### config.mk
export PLATFORM = sky130hd
export DESIGN_NAME = rate_limited_wfq_picker
export DESIGN_NICKNAME = d
export VERILOG_FILES = /design/src/design/rlwfq_pkg.sv /design/src/design/rate_limited_wfq_picker.sv /design/src/design/rlwfq_ctrl.sv /design/src/design/rlwfq_dp.sv
export SDC_FILE = /design/constraint.sdc
export NUM_CORES = 1
export LEC_CHECK = 0
export BUFFER_PORTS_ARGS = -buffer_cell sky130_fd_sc_hd__clkbuf_2
export CELL_PAD_IN_SITES_DETAIL_PLACEMENT = 0
export CELL_PAD_IN_SITES_GLOBAL_PLACEMENT = 2
export CORE_AREA = 10 10 295 297
export CTS_BUF_LIST = sky130_fd_sc_hd__clkbuf_8
export CTS_CLUSTER_SIZE = 20
export DETAILED_ROUTE_END_ITERATION = 6
export DIE_AREA = 0 0 305 307
export PLACE_DENSITY_LB_ADDON = 0.3
export SLEW_MARGIN = 20
export SYNTH_ARGS = -nofsm -noshare
export SYNTH_HDL_FRONTEND = slang
export SYNTH_SLANG_ARGS = --single-unit
### constraint.sdc
create_clock -name clock -period 9.1 [get_ports clock]
set_input_delay 0 -clock clock [delete_from_list [all_inputs] [get_ports clock]]
set_output_delay 0 -clock clock [all_outputs]
set_load 0.01 [all_outputs]
### src/design/rlwfq_pkg.sv
package rlwfq_pkg;

   localparam int ENTRIES   = 6;
   localparam int IDX_W     = $clog2(ENTRIES);
   localparam int SLOT_BITS = 10;
   localparam int TABLE_W   = 60;
   localparam int TIME_W    = 32;
   localparam int RSP_W     = 8;

   localparam logic [TABLE_W-1:0] INC_RESET    = 60'd144143803564163136;
   localparam logic [TABLE_W-1:0] PERIOD_RESET = 60'd564049573472870650;

   typedef enum logic [0:0] {
      REG_INCREMENT  = 1'b0,
      REG_MIN_PERIOD = 1'b1
   } csr_reg_type;

   typedef struct packed {
      logic             start;
      logic             scan;
      logic             commit;
      logic [IDX_W-1:0] idx;
   } dp_cmd_type;

   typedef struct packed {
      logic out_free;
   } dp_status_type;

endpackage

### src/design/rate_limited_wfq_picker.sv
// A transaction is accepted in the idle state; in the scan state the single comparator
// walks the entries, and the finish state updates the winner, if any, once the output is free.
// No new transaction is accepted until the finish state has committed its result.
// A waiting result does not stop the next transaction from being accepted.
// Reset (synchronous, active high) clears all entries to never sent and zero
// times, and loads the default increment and minimum period tables.
module rate_limited_wfq_picker
   import rlwfq_pkg::*;
(
   input  logic               clock,
   input  logic               reset,
   input  logic               req_tvalid,
   output logic               req_tready,
   input  logic [TIME_W-1:0]  req_tdata,   // now_ms
   output logic               rsp_tvalid,
   input  logic               rsp_tready,
   output logic [RSP_W-1:0]   rsp_tdata,   // granted, entry_index[2:0], zero padding
   input  logic               csr_valid,
   output logic               csr_ready,
   input  logic               csr_index,
   input  logic [TABLE_W-1:0] csr_data
);

   dp_cmd_type    cmd;
   dp_status_type status;

   assign csr_ready = 1'b1;

   rlwfq_ctrl u_ctrl (
      .clock      (clock),
      .reset      (reset),
      .req_tvalid (req_tvalid),
      .req_tready (req_tready),
      .status     (status),
      .cmd        (cmd)
   );

   rlwfq_dp u_dp (
      .clock      (clock),
      .reset      (reset),
      .cmd        (cmd),
      .status     (status),
      .now_ms     (req_tdata),
      .csr_write  (csr_valid && csr_ready),
      .csr_index  (csr_index),
      .csr_data   (csr_data),
      .rsp_tvalid (rsp_tvalid),
      .rsp_tready (rsp_tready),
      .rsp_tdata  (rsp_tdata)
   );

endmodule

### src/design/rlwfq_ctrl.sv
module rlwfq_ctrl
   import rlwfq_pkg::*;
(
   input  logic          clock,
   input  logic          reset,
   input  logic          req_tvalid,
   output logic          req_tready,
   input  dp_status_type status,
   output dp_cmd_type    cmd
);

   typedef enum logic [1:0] {
      ST_IDLE,
      ST_SCAN,
      ST_FINISH
   } state_type;

   state_type        state_ff;
   logic [IDX_W-1:0] idx_ff;

   always_ff @(posedge clock) begin
      if (reset) begin
         state_ff <= ST_IDLE;
         idx_ff   <= '0;
      end else begin
         unique case (state_ff)
            ST_IDLE: begin
               idx_ff <= '0;
               if (req_tvalid) begin
                  state_ff <= ST_SCAN;
               end
            end
            ST_SCAN: begin
               if (idx_ff == IDX_W'(ENTRIES - 1)) begin
                  state_ff <= ST_FINISH;
               end else begin
                  idx_ff <= idx_ff + 1'b1;
               end
            end
            ST_FINISH: begin
               if (status.out_free) begin
                  state_ff <= ST_IDLE;
               end
            end
            default: state_ff <= ST_IDLE;
         endcase
      end
   end

   assign req_tready = (state_ff == ST_IDLE);

   always_comb begin
      cmd.start  = (state_ff == ST_IDLE) && req_tvalid;
      cmd.scan   = (state_ff == ST_SCAN);
      cmd.commit = (state_ff == ST_FINISH) && status.out_free;
      cmd.idx    = idx_ff;
   end

endmodule

### src/design/rlwfq_dp.sv
module rlwfq_dp
   import rlwfq_pkg::*;
(
   input  logic               clock,
   input  logic               reset,
   input  dp_cmd_type         cmd,
   output dp_status_type      status,
   input  logic [TIME_W-1:0]  now_ms,
   input  logic               csr_write,
   input  logic               csr_index,
   input  logic [TABLE_W-1:0] csr_data,
   output logic               rsp_tvalid,
   input  logic               rsp_tready,
   output logic [RSP_W-1:0]   rsp_tdata
);

   logic [TABLE_W-1:0] inc_table_ff;
   logic [TABLE_W-1:0] period_table_ff;

   logic [TIME_W-1:0]  finish_ff [ENTRIES];
   logic [TIME_W-1:0]  last_ff   [ENTRIES];
   logic [ENTRIES-1:0] sent_ff;

   logic [TIME_W-1:0]  now_ff;
   logic               found_ff;
   logic [IDX_W-1:0]   best_ff;
   logic [TIME_W-1:0]  best_finish_ff;

   logic               rsp_valid_ff;
   logic               granted_ff;
   logic [IDX_W-1:0]   index_ff;

   logic [SLOT_BITS-1:0] period_slot;
   logic [SLOT_BITS-1:0] inc_slot;
   logic [TIME_W-1:0]    elapsed;
   logic                 eligible;
   logic                 take;
   logic [TIME_W:0]      sum;
   logic [TIME_W-1:0]    sat_sum;

   assign period_slot = period_table_ff[SLOT_BITS*cmd.idx +: SLOT_BITS];
   assign inc_slot    = inc_table_ff[SLOT_BITS*best_ff +: SLOT_BITS];
   assign elapsed     = now_ff - last_ff[cmd.idx];
   assign eligible    = !sent_ff[cmd.idx] || (elapsed >= TIME_W'(period_slot));
   assign take        = eligible && (!found_ff || (finish_ff[cmd.idx] < best_finish_ff));
   assign sum         = {1'b0, best_finish_ff} + (TIME_W + 1)'(inc_slot);
   assign sat_sum     = sum[TIME_W] ? {TIME_W{1'b1}} : sum[TIME_W-1:0];

   assign status.out_free = !rsp_valid_ff || rsp_tready;

   always_ff @(posedge clock) begin
      if (reset) begin
         inc_table_ff    <= INC_RESET;
         period_table_ff <= PERIOD_RESET;
      end else if (csr_write) begin
         unique case (csr_reg_type'(csr_index))
            REG_INCREMENT:  inc_table_ff    <= csr_data;
            REG_MIN_PERIOD: period_table_ff <= csr_data;
            default: ;
         endcase
      end
   end

   always_ff @(posedge clock) begin
      if (cmd.start) begin
         now_ff   <= now_ms;
         found_ff <= 1'b0;
      end else if (cmd.scan && take) begin
         found_ff       <= 1'b1;
         best_ff        <= cmd.idx;
         best_finish_ff <= finish_ff[cmd.idx];
      end
   end

   always_ff @(posedge clock) begin
      if (reset) begin
         for (int i = 0; i < ENTRIES; i++) begin
            finish_ff[i] <= '0;
            last_ff[i]   <= '0;
         end
         sent_ff <= '0;
      end else if (cmd.commit && found_ff) begin
         finish_ff[best_ff] <= sat_sum;
         last_ff[best_ff]   <= now_ff;
         sent_ff[best_ff]   <= 1'b1;
      end
   end

   always_ff @(posedge clock) begin
      if (reset) begin
         rsp_valid_ff <= 1'b0;
      end else if (cmd.commit) begin
         rsp_valid_ff <= 1'b1;
      end else if (rsp_tready) begin
         rsp_valid_ff <= 1'b0;
      end
   end

   always_ff @(posedge clock) begin
      if (cmd.commit) begin
         granted_ff <= found_ff;
         index_ff   <= found_ff ? best_ff : '0;
      end
   end

   assign rsp_tvalid = rsp_valid_ff;
   assign rsp_tdata  = RSP_W'({index_ff, granted_ff});

endmodule

* Yosys cells after proc, flatten, opt, wreduce, memory -nomap -nowiden
Memory sizes are Yosys's and may differ from the RTL's. A register that Yosys moved wholly into a read port is not among the register bits.
Index checks and enable logic that the tools add are counted.
** Storage, ports and cells
- Output and inout port bits :: 11
- Memories :: 2
- Input port bits :: 98
- Logic and storage cells :: 86
- Memory bits (writable) :: 384
- Register bits :: 204
** Memories
- u_dp.finish_ff :: depth 6, bits a word 32, rd ports 1, clocked after memory_dff 1, write ports 6, RTL line rlwfq_dp.sv:20 : logic [TIME_W-1:0] finish_ff [ENTRIES];
- u_dp.last_ff :: depth 6, bits a word 32, rd ports 1, clocked after memory_dff 1, write ports 6, RTL line rlwfq_dp.sv:21 : logic [TIME_W-1:0] last_ff [ENTRIES];
** Cells by class
- $mul :: 2
- Add/subtract/negate cells :: 3
- Muxes and demuxes :: 28
- Bitwise operators :: 3
- $lt $le $gt $ge :: 5
- Equal/unequal tests :: 7
- Reductions and logical operators :: 22
- Shifts and indexed selects :: 2
** Operators with widths (count)
- 60-bit by 8-bit indexed part select with 10-bit output :: 2
- 32-bit two-way mux :: 3
- 32-bit OR reduction :: 2
- 32-bit by 10-bit adder with 33-bit output :: 1
- 32-bit by 10-bit greater-or-equal comparator with 1-bit output :: 1
- 32-bit < comparator :: 1
- 32-bit subtractor :: 1
- 3-bit two-way mux :: 7
- 3-bit by 3-bit multiplier with 6-bit output (first input constant) :: 2
- 1-bit two-way mux :: 11
- 3-bit by 4-bit < comparator with 1-bit output (second input constant) :: 2
- 2-bit AND reduction :: 4
- 1-bit logical AND :: 6
- 2-bit two-way mux :: 3
- 2-bit != test (second input constant) :: 3
- 6-bit bitwise OR :: 1
- 2-bit case mux with 3 select lines :: 1
- 3-bit case mux with 2 select lines :: 1
- 2-bit nonzero test :: 2
- 3-bit by 1-bit adder with 3-bit output (second input constant) :: 1
- 1-bit binary-select mux with 3-bit select :: 1
- 1-bit demux with 3-bit select :: 1
- 3-bit == test (second input constant) :: 1
- 3-bit by 1-bit greater-or-equal comparator with 1-bit output (second input constant) :: 1
- 8 further kinds :: 13

* Longest topological paths before layout
Gate-level depths: netlist of the first run.
- Depth in word-level cells :: 9
- Gate-level depth with buffers :: 22
- Mapped depth without buffers :: 19

* Hierarchy
Synthesis of the first run repeated with hierarchy kept, for this count alone.
** Unflattened totals
- Cell total of the unflattened synthesis :: 2680
- Area total of the unflattened synthesis :: 33076.7 µm²
** By module, submodules not included
- rlwfq_dp :: cells each 2648, instances 1, sequential area each 20069.2 µm², area each 32811.5 µm²
- rlwfq_ctrl :: cells each 30, instances 1, sequential area each 100.1 µm², area each 254.0 µm²
- rate_limited_wfq_picker :: cells each 2, instances 1, sequential area each 0.0 µm², area each 11.3 µm²

* Worst setup path before layout of the first run
OpenSTA, ideal clock, no wires.
- Kind :: reg2reg
- Start point :: register u_ctrl.state_ff[1]
- End point :: memory u_dp.finish_ff[7][0] (enable)
- Slack :: 2531 ps
- Period minus slack after synthesis :: 6569 ps
- Data arrival time :: 6004 ps
- Data required time :: 8535 ps
- Cell stages (with the launch flop) :: 8
- Path through :: dfxtp_1 -> clkbuf_1 -> nand2b_1 -> nor2b_1 -> nand2_1 -> or2_2 -> clkbuf_1 -> nor3_1
** RTL lines
- start, declared :: RTL line rlwfq_ctrl.sv:18 : state_type state_ff;
- start signal, assigned :: RTL line rlwfq_ctrl.sv:23 : state_ff <= ST_IDLE;
- start signal, assigned :: RTL line rlwfq_ctrl.sv:30 : state_ff <= ST_SCAN;
- start signal, assigned :: RTL line rlwfq_ctrl.sv:35 : state_ff <= ST_FINISH;
- end, declared :: RTL line rlwfq_dp.sv:20

==> impl_metrics.json, run 1 <==
{
  "synth-simple-area-share_pct": 12.2,
  "portBuffers": 103,
  "switchingPower_mw": 1.90,
  "final-setup-viol-count": 0,
  "grt_use_met2_pct": 32.3,
  "crit_cells": 20,
  "netlist_instances": 2572,
  "synth_xor_area_share_pct": 1.14,
  "synthFlopType": "edfxtp_1",
  "tightest_slew_ns": 1.11,
  "synth_top_family_by_area": "multiplexers",
  "final_nets": 3069,
  "synth_edf_count": 583,
  "swShare_pct": 25.8,
  "finalClockSkew_ns": 0.0381,
  "clk_latency_ns": 0.78,
  "worstPathRequired_ns": 9.58,
  "vias": 22200,
  "rrSetupSlack_ns": 2.52,
  "p_clk_share_pct": 38.7,
  "fin_crit_sh_pct": 72.3,
  "ys_types": 72,
  "drtPass1Iterations": 5,
  "yosysMostFrequentCell": "edfxtp_1",
  "hp-class": "input port to flop",
  "grt_max_degree": 121,
  "reg2reg_depth": 20,
  "hold_viol": 0,
  "area_delta_synth_final_pct": 18.3,
  "timing.critical_path.buf_inv": 1,
  "cts_sinks": 719,
  "core_um2": 81300,
  "whs_path_depth": 2,
  "clock.fmax_ghz": 0.152,
  "power_leakage_nw": 14.6,
  "startpoint_type": "flop",
  "grt_pass1_wl_mm": 142,
  "ys_ff_latch": 719,
  "die-area_um2": 93600,
  "async_flop_share_pct": 0,
  "period_needed_ns": 6.58,
  "drive_gt1_share_pct": 18.6,
  "syn_area_per_cell_um2": 12.8,
  "synth_compound_area_share_pct": 6.32,
  "utilization_pct": 47.9,
  "ant_nets": 0,
  "cts_tree": "built",
  "combinationalPowerShare_pct": 10.7,
  "drtIter0Drc": 1755,
  "r2r_end": "u_dp.best_finish_ff[5]",
  "yosys-top-cells-area": "edfxtp_1, mux4_2, dfxtp_1",
  "slowest_stage": "dfxtp_4",
  "grtUsageTotal_pct": 19.7,
  "cpLargestDelayFamily": "simple AND/OR/NAND/NOR gates",
  "cellPowerDensity_nw_per_um2": 189,
  "routabilityCongestion": 0.826,
  "dpl.hpwl_mm": 54.6,
  "final_max_slew_viol_count": 0,
  "yosysSeqAreaShare_pct": 61.4,
  "finalSetupTns_ns": 0,
  "vdd_drop_max_v": 0.000122,
  "cp_max_fo": 45,
  "rsz0062_at_grt": "false",
  "worstSetupEndpointType": "flop",
  "rows": 105,
  "die_y_um": 307,
  "nFillCells": 7219,
  "synth_commonest_cells": "edfxtp_1, nor2_1, nand2_1, a21oi_1, mux4_2",
  "internal_power_mw": 5.46,
  "grtUsageMet1_pct": 25.6,
  "drc_errors": 0,
  "synth_top_cell_area_share_pct": 53.1,
  "muxShareOfSynthArea_pct": 12.7,
  "yosys_warnings": 0,
  "htreeDepth": 4,
  "worst-endpoint-arrival_ns": 7.06,
  "post_cts_buffers": 0,
  "hold_start": "req_tdata[29]",
  "critPathKind": "flop to flop",
  "relSlewSlack_pct": 25.9,
  "grt.overflow.total": 0,
  "cts_max_path_buffers": 3,
  "status": "finished, final reports clean",
  "cap_viol_max_count": 0,
  "wl_per_cell_um": 23.1,
  "routed_via_density": 5.50,
  "die_w_um": 305,
  "antenna_found_initial": 2,
  "initial_core_util_pct": 40.5,
  "synth-adder-area-share_pct": 3.39,
  "crit_end": "u_dp.best_finish_ff[5]",
  "busiest_layer": "met2",
  "routed_wl_mm": 93.3,
  "max_stage_delay_ns": 1.01,
  "grt_pass1_vias": 23400,
  "clk_pin_slew_ns": 0.06,
  "cts_buffers": 130,
  "synth_area_um2": 32900,
  "cts_root_buf": "clkbuf_8",
  "crit_path_cell_trace": "mux4_2 > mux2_2 > ha_1 > fa_1 > nor2b_1 > o2111ai_1 > nand2_1 > a21o_1 > a21oi_1 > xnor2_1 > ha_1 > nand4_1 > nor2_1 > a221oi_1 > o2111ai_1 > nor4b_1 > nand4_1 > nor4_2 > a21oi_4 > buf_4",
  "synth_top_cell_by_area": "edfxtp_1",
  "seqPwrFrac_pct": 50.5,
  "pin_count": 109,
  "grt_use_met3_pct": 4.37
}
state kept, by name (all words and copies together), names as in the netlist, 3 cells and up, named ones only:
register / cells
u_dp.finish_ff: 256
u_dp.last_ff: 256
u_dp.inc_table_ff: 60
u_dp.period_table_ff: 60
u_dp.best_finish_ff: 32
u_dp.now_ff: 32
u_dp.sent_ff: 6
u_ctrl.idx_ff: 3
u_dp.best_ff: 3
u_dp.index_ff: 3
stage by stage:
step | power (mW) | hold slack (ns) | cells | setup slack [ns] | area (um^2)
2_1_floorplan | 4.26 | 0.0989 | 2575 | 2.53 | 33000
4_1_cts | 7.43 | 0.00113 | 4044 | 2.47 | 38900
6_report | 7.36 | 0.0600 | 4047 | 2.52 | 39000
3_5_place_dp | 4.50 | 0.179 | 3628 | 2.54 | 34600
5_1_grt | 7.66 | 0.0398 | 4047 | 2.03 | 39000
3_3_place_gp | 4.50 | 0.177 | 3628 | 2.25 | 34600
cells by family after synthesis:
logic type,after synthesis
buf+inv,242
compound gates,327
mux,232
xor+xnor,43
fa+ha+maj,88
flops,719
simple gates,919
other cells,2
area by class of cell:
cell class / instances / area, um^2 / area share [%]
flip-flops and latches: 719 / 20200 / 52.0
multi-input cells: 1614 / 11900 / 30.5
repair buffers: 333 / 2780 / 7.15
clock buffers: 142 / 1950 / 5.02
well taps: 1070 / 1340 / 3.44
clock inverters: 83 / 433 / 1.11
inverters: 85 / 319 / 0.819
diodes: 1 / 2.50 / 0.00642
how the worst min path moves through the flow:
stage                            endpoint
finish                    u_dp.now_ff[29]
global route              u_dp.now_ff[29]
CTS                 u_dp.inc_table_ff[21]
detailed placement         u_dp.now_ff[7]
global placement           u_dp.now_ff[3]
floorplan                  u_dp.now_ff[0]
cell usage in the layout, fill, tap and decap left out, types with 9 or more instances in the layout:
master	n
edfxtp_1	583
nor2_1	380
nand2_1	321
dlygate4sd3_1	191
mux4_2	143
a21oi_1	143
clkbuf_8	142
dfxtp_1	133
inv_1	125
clkbuf_2	102
ha_1	86
mux2_2	46
mux2i_1	43
nand3b_1	43
o21ai_0	36
buf_4	35
nor3_1	32
xnor2_1	31
a21o_1	28
nand3_1	24
nor2_2	20
a22oi_1	18
clkinv_1	18
nand2b_1	17
nand4_1	16
xor2_1	12
and2_1	11
nor2b_1	9
o21ai_1	9
what timing repair did:
item | 4_1_cts | 5_1_grt
hold buffers | 191 | 0
setup endpoints to repair | 0 | 0
hold endpoints to repair | 196 | 0
resized for setup | 0 | 0
power by group through the flow:
stage               combinational (mW)  sequential [mW]  clock (mW)
floorplan                        0.508             3.75           0
global placement                 0.718             3.78           0
detailed placement               0.718             3.79           0
CTS                              0.788             3.72        2.92
global route                     0.866             3.73        3.07
finish                           0.788             3.72        2.85
worst register-to-register path, delay by kind of cell (launching register included):
family / cells / cell delay (ns)
compound gates: 6 / 1.16
flops: 1 / 1.01
buf+inv: 1 / 0.35
fa+ha+maj: 3 / 0.94
simple gates: 7 / 1.80
xor+xnor: 1 / 0.14
mux: 2 / 0.90
metal layers:
metal | part of all wire (%) | wire length (um) | vias to the layer above
li1 | - | - | 10100
met1 | 43 | 39900 | 11300
met2 | 48 | 44900 | 733
met3 | 6.7 | 6260 | 153
met4 | 2.5 | 2330 | 2
met5 | 0.011 | 10 | -
No activity file was read; power rests on OpenSTA's default activity.
==> run 2, diff against run 1 <==
- clock period: 9.1 -> 5.84 ns (I/O delays scaled with it)
==> run 2 against run 1 <==
Sequential power up 55%. Count of clock-buffer cells in the layout down 20. Utilization up 0.19 points. Largest cell class unchanged. Largest power group unchanged.
==> impl_metrics.json, run 2 (synthesis results as in run 1) <==
{
  "vias": 22000,
  "routed.top_layer": "met4",
  "dpl.hpwl_mm": 56.7,
  "drc_errors": 0,
  "routabilityCongestion": 0.833,
  "cellPowerDensity_nw_per_um2": 296,
  "final_nets": 3066,
  "wl_met2_mm": 44.3,
  "antenna_found_initial": 3,
  "die_w_um": 305,
  "grt_pass1_wl_mm": 140,
  "initial_core_util_pct": 40.5,
  "die-area_um2": 93600,
  "critPathKind": "flop to flop",
  "fin_crit_sh_pct": 92.4,
  "cts_sinks": 719,
  "wl_per_cell_um": 22.7,
  "grt.overflow.total": 0,
  "drive_gt1_share_pct": 19.4,
  "final_cell_mix": "edfxtp_1, nor2_1, nand2_1, dlygate4sd3_1",
  "grt_pass1_vias": 23200,
  "ant_nets": 0,
  "rsz0062_at_grt": "false",
  "routed_wl_mm": 92.1,
  "drtPass1Iterations": 5,
  "hold_viol": 0,
  "power_leakage_nw": 14.6,
  "final_max_slew_viol_count": 0,
  "met1_length_mm": 39.6,
  "cp_max_fo": 20,
  "rrSetupSlack_ns": 0.45,
  "clock.fmax_ghz": 0.185,
  "cts_max_path_buffers": 3,
  "finalSetupTns_ns": 0,
  "cts_tree": "built",
  "startpoint_type": "flop",
  "worst-endpoint-arrival_ns": 5.85,
  "final-setup-viol-count": 0,
  "rows": 105,
  "relSlewSlack_pct": 28.3,
  "dr_wl_met3_mm": 5.78,
  "cts_buffers": 121,
  "core_um2": 81300,
  "final_common_cell": "edfxtp_1",
  "htreeDepth": 3,
  "status": "finished, final reports clean",
  "grt_max_degree": 111,
  "worstPathRequired_ns": 6.29,
  "grtUsageTotal_pct": 19.3,
  "drtIter0Drc": 1626,
  "vdd_drop_max_v": 0.000171,
  "period_needed_ns": 5.39,
  "area_delta_synth_final_pct": 18.7,
  "portBuffers": 103,
  "clk_latency_ns": 0.77,
  "largestRegisters": "u_dp.finish_ff x256, u_dp.last_ff x256",
  "hold_start": "csr_data[46]",
  "whs_ns": 0.0642,
  "hp-class": "input port to flop",
  "worstSetupEndpointType": "flop",
  "routed_via_density": 5.44,
  "finalClockSkew_ns": 0.0778,
  "clk_pin_slew_ns": 0.06,
  "pin_count": 109,
  "cts_root_buf": "clkbuf_8",
  "cap_viol_max_count": 0,
  "tightest_slew_ns": 1.07,
  "die_y_um": 307
}
## run 2: critical path, stage by stage (launching register included)
cell       delay (ns)
dfxtp_4          0.43
buf_12           0.12
mux4_2           0.47
mux2_2           0.28
ha_1             0.22
fa_1             0.42
nor2b_1          0.17
o2111ai_1        0.16
nand2_1          0.24
a21o_1           0.15
a21oi_1          0.08
xnor2_1          0.14
ha_1             0.33
nand4_1          0.09
nor2_1           0.06
a221oi_1         0.25
o2111ai_1        0.16
nor4b_2          0.28
nand4_1          0.13
nor4_2           0.30
buf_4            0.19
a21oi_4          0.18
buf_12           0.24
## run 2: through the flow
stage	total power [mW]	cells	instance area (um^2)	setup WS [ns]	utilization, %
floorplan	6.64	2575	33000	0.235	-
global placement	7.03	3646	34800	0.379	42.8
detailed placement	7.04	3648	34900	0.388	42.9
CTS	11.7	4046	39000	0.278	48.0
global route	12.0	4052	39100	0.0527	48.1
finish	11.6	4052	39100	0.445	48.1
## run 2: worst paths after layout
kind / to / cells past startpoint
worst max-delay path: u_dp.best_finish_ff[31] / 22
worst max register to register: u_dp.best_finish_ff[31] / 22
worst min register to register: u_dp.period_table_ff[33] / 2
worst min-delay path: u_dp.period_table_ff[46] / 4
## run 2: power by group
group / switching (mW) / leakage (nW) / internal [mW]
combinational: 0.724 / 6.23 / 0.527
sequential: 0.0913 / 7.06 / 5.69
clock: 2.13 / 1.35 / 2.41
total: 2.95 / 14.6 / 8.63
## run 2: layer usage
layer  global-route usage, %  up-vias
li1                        -    10100
met3                    3.45      158
met4                    6.55        0
met1                    25.3    11100
met5                       0        -
met2                    32.0      698
## run 2: area by class of cell
| cell class | instances | area (um^2) |
|---|---|---|
| inverter | 85 | 319 |
| sequential | 719 | 20200 |
| fill | 7206 | 42200 |
| antenna | 1 | 2.50 |
| tap | 1070 | 1340 |
| multi-input combinational | 1614 | 11900 |
| clock buffer | 122 | 1680 |
| timing repair buffer | 339 | 2890 |
| clock inverter | 102 | 746 |
## run 2: what timing repair did
item,4_1_cts,5_1_grt
setup buffers,0,5
setup endpoints to repair,0,24
hold buffers,174,0
resized for setup,0,3
endpoints found under the hold margin,168,0
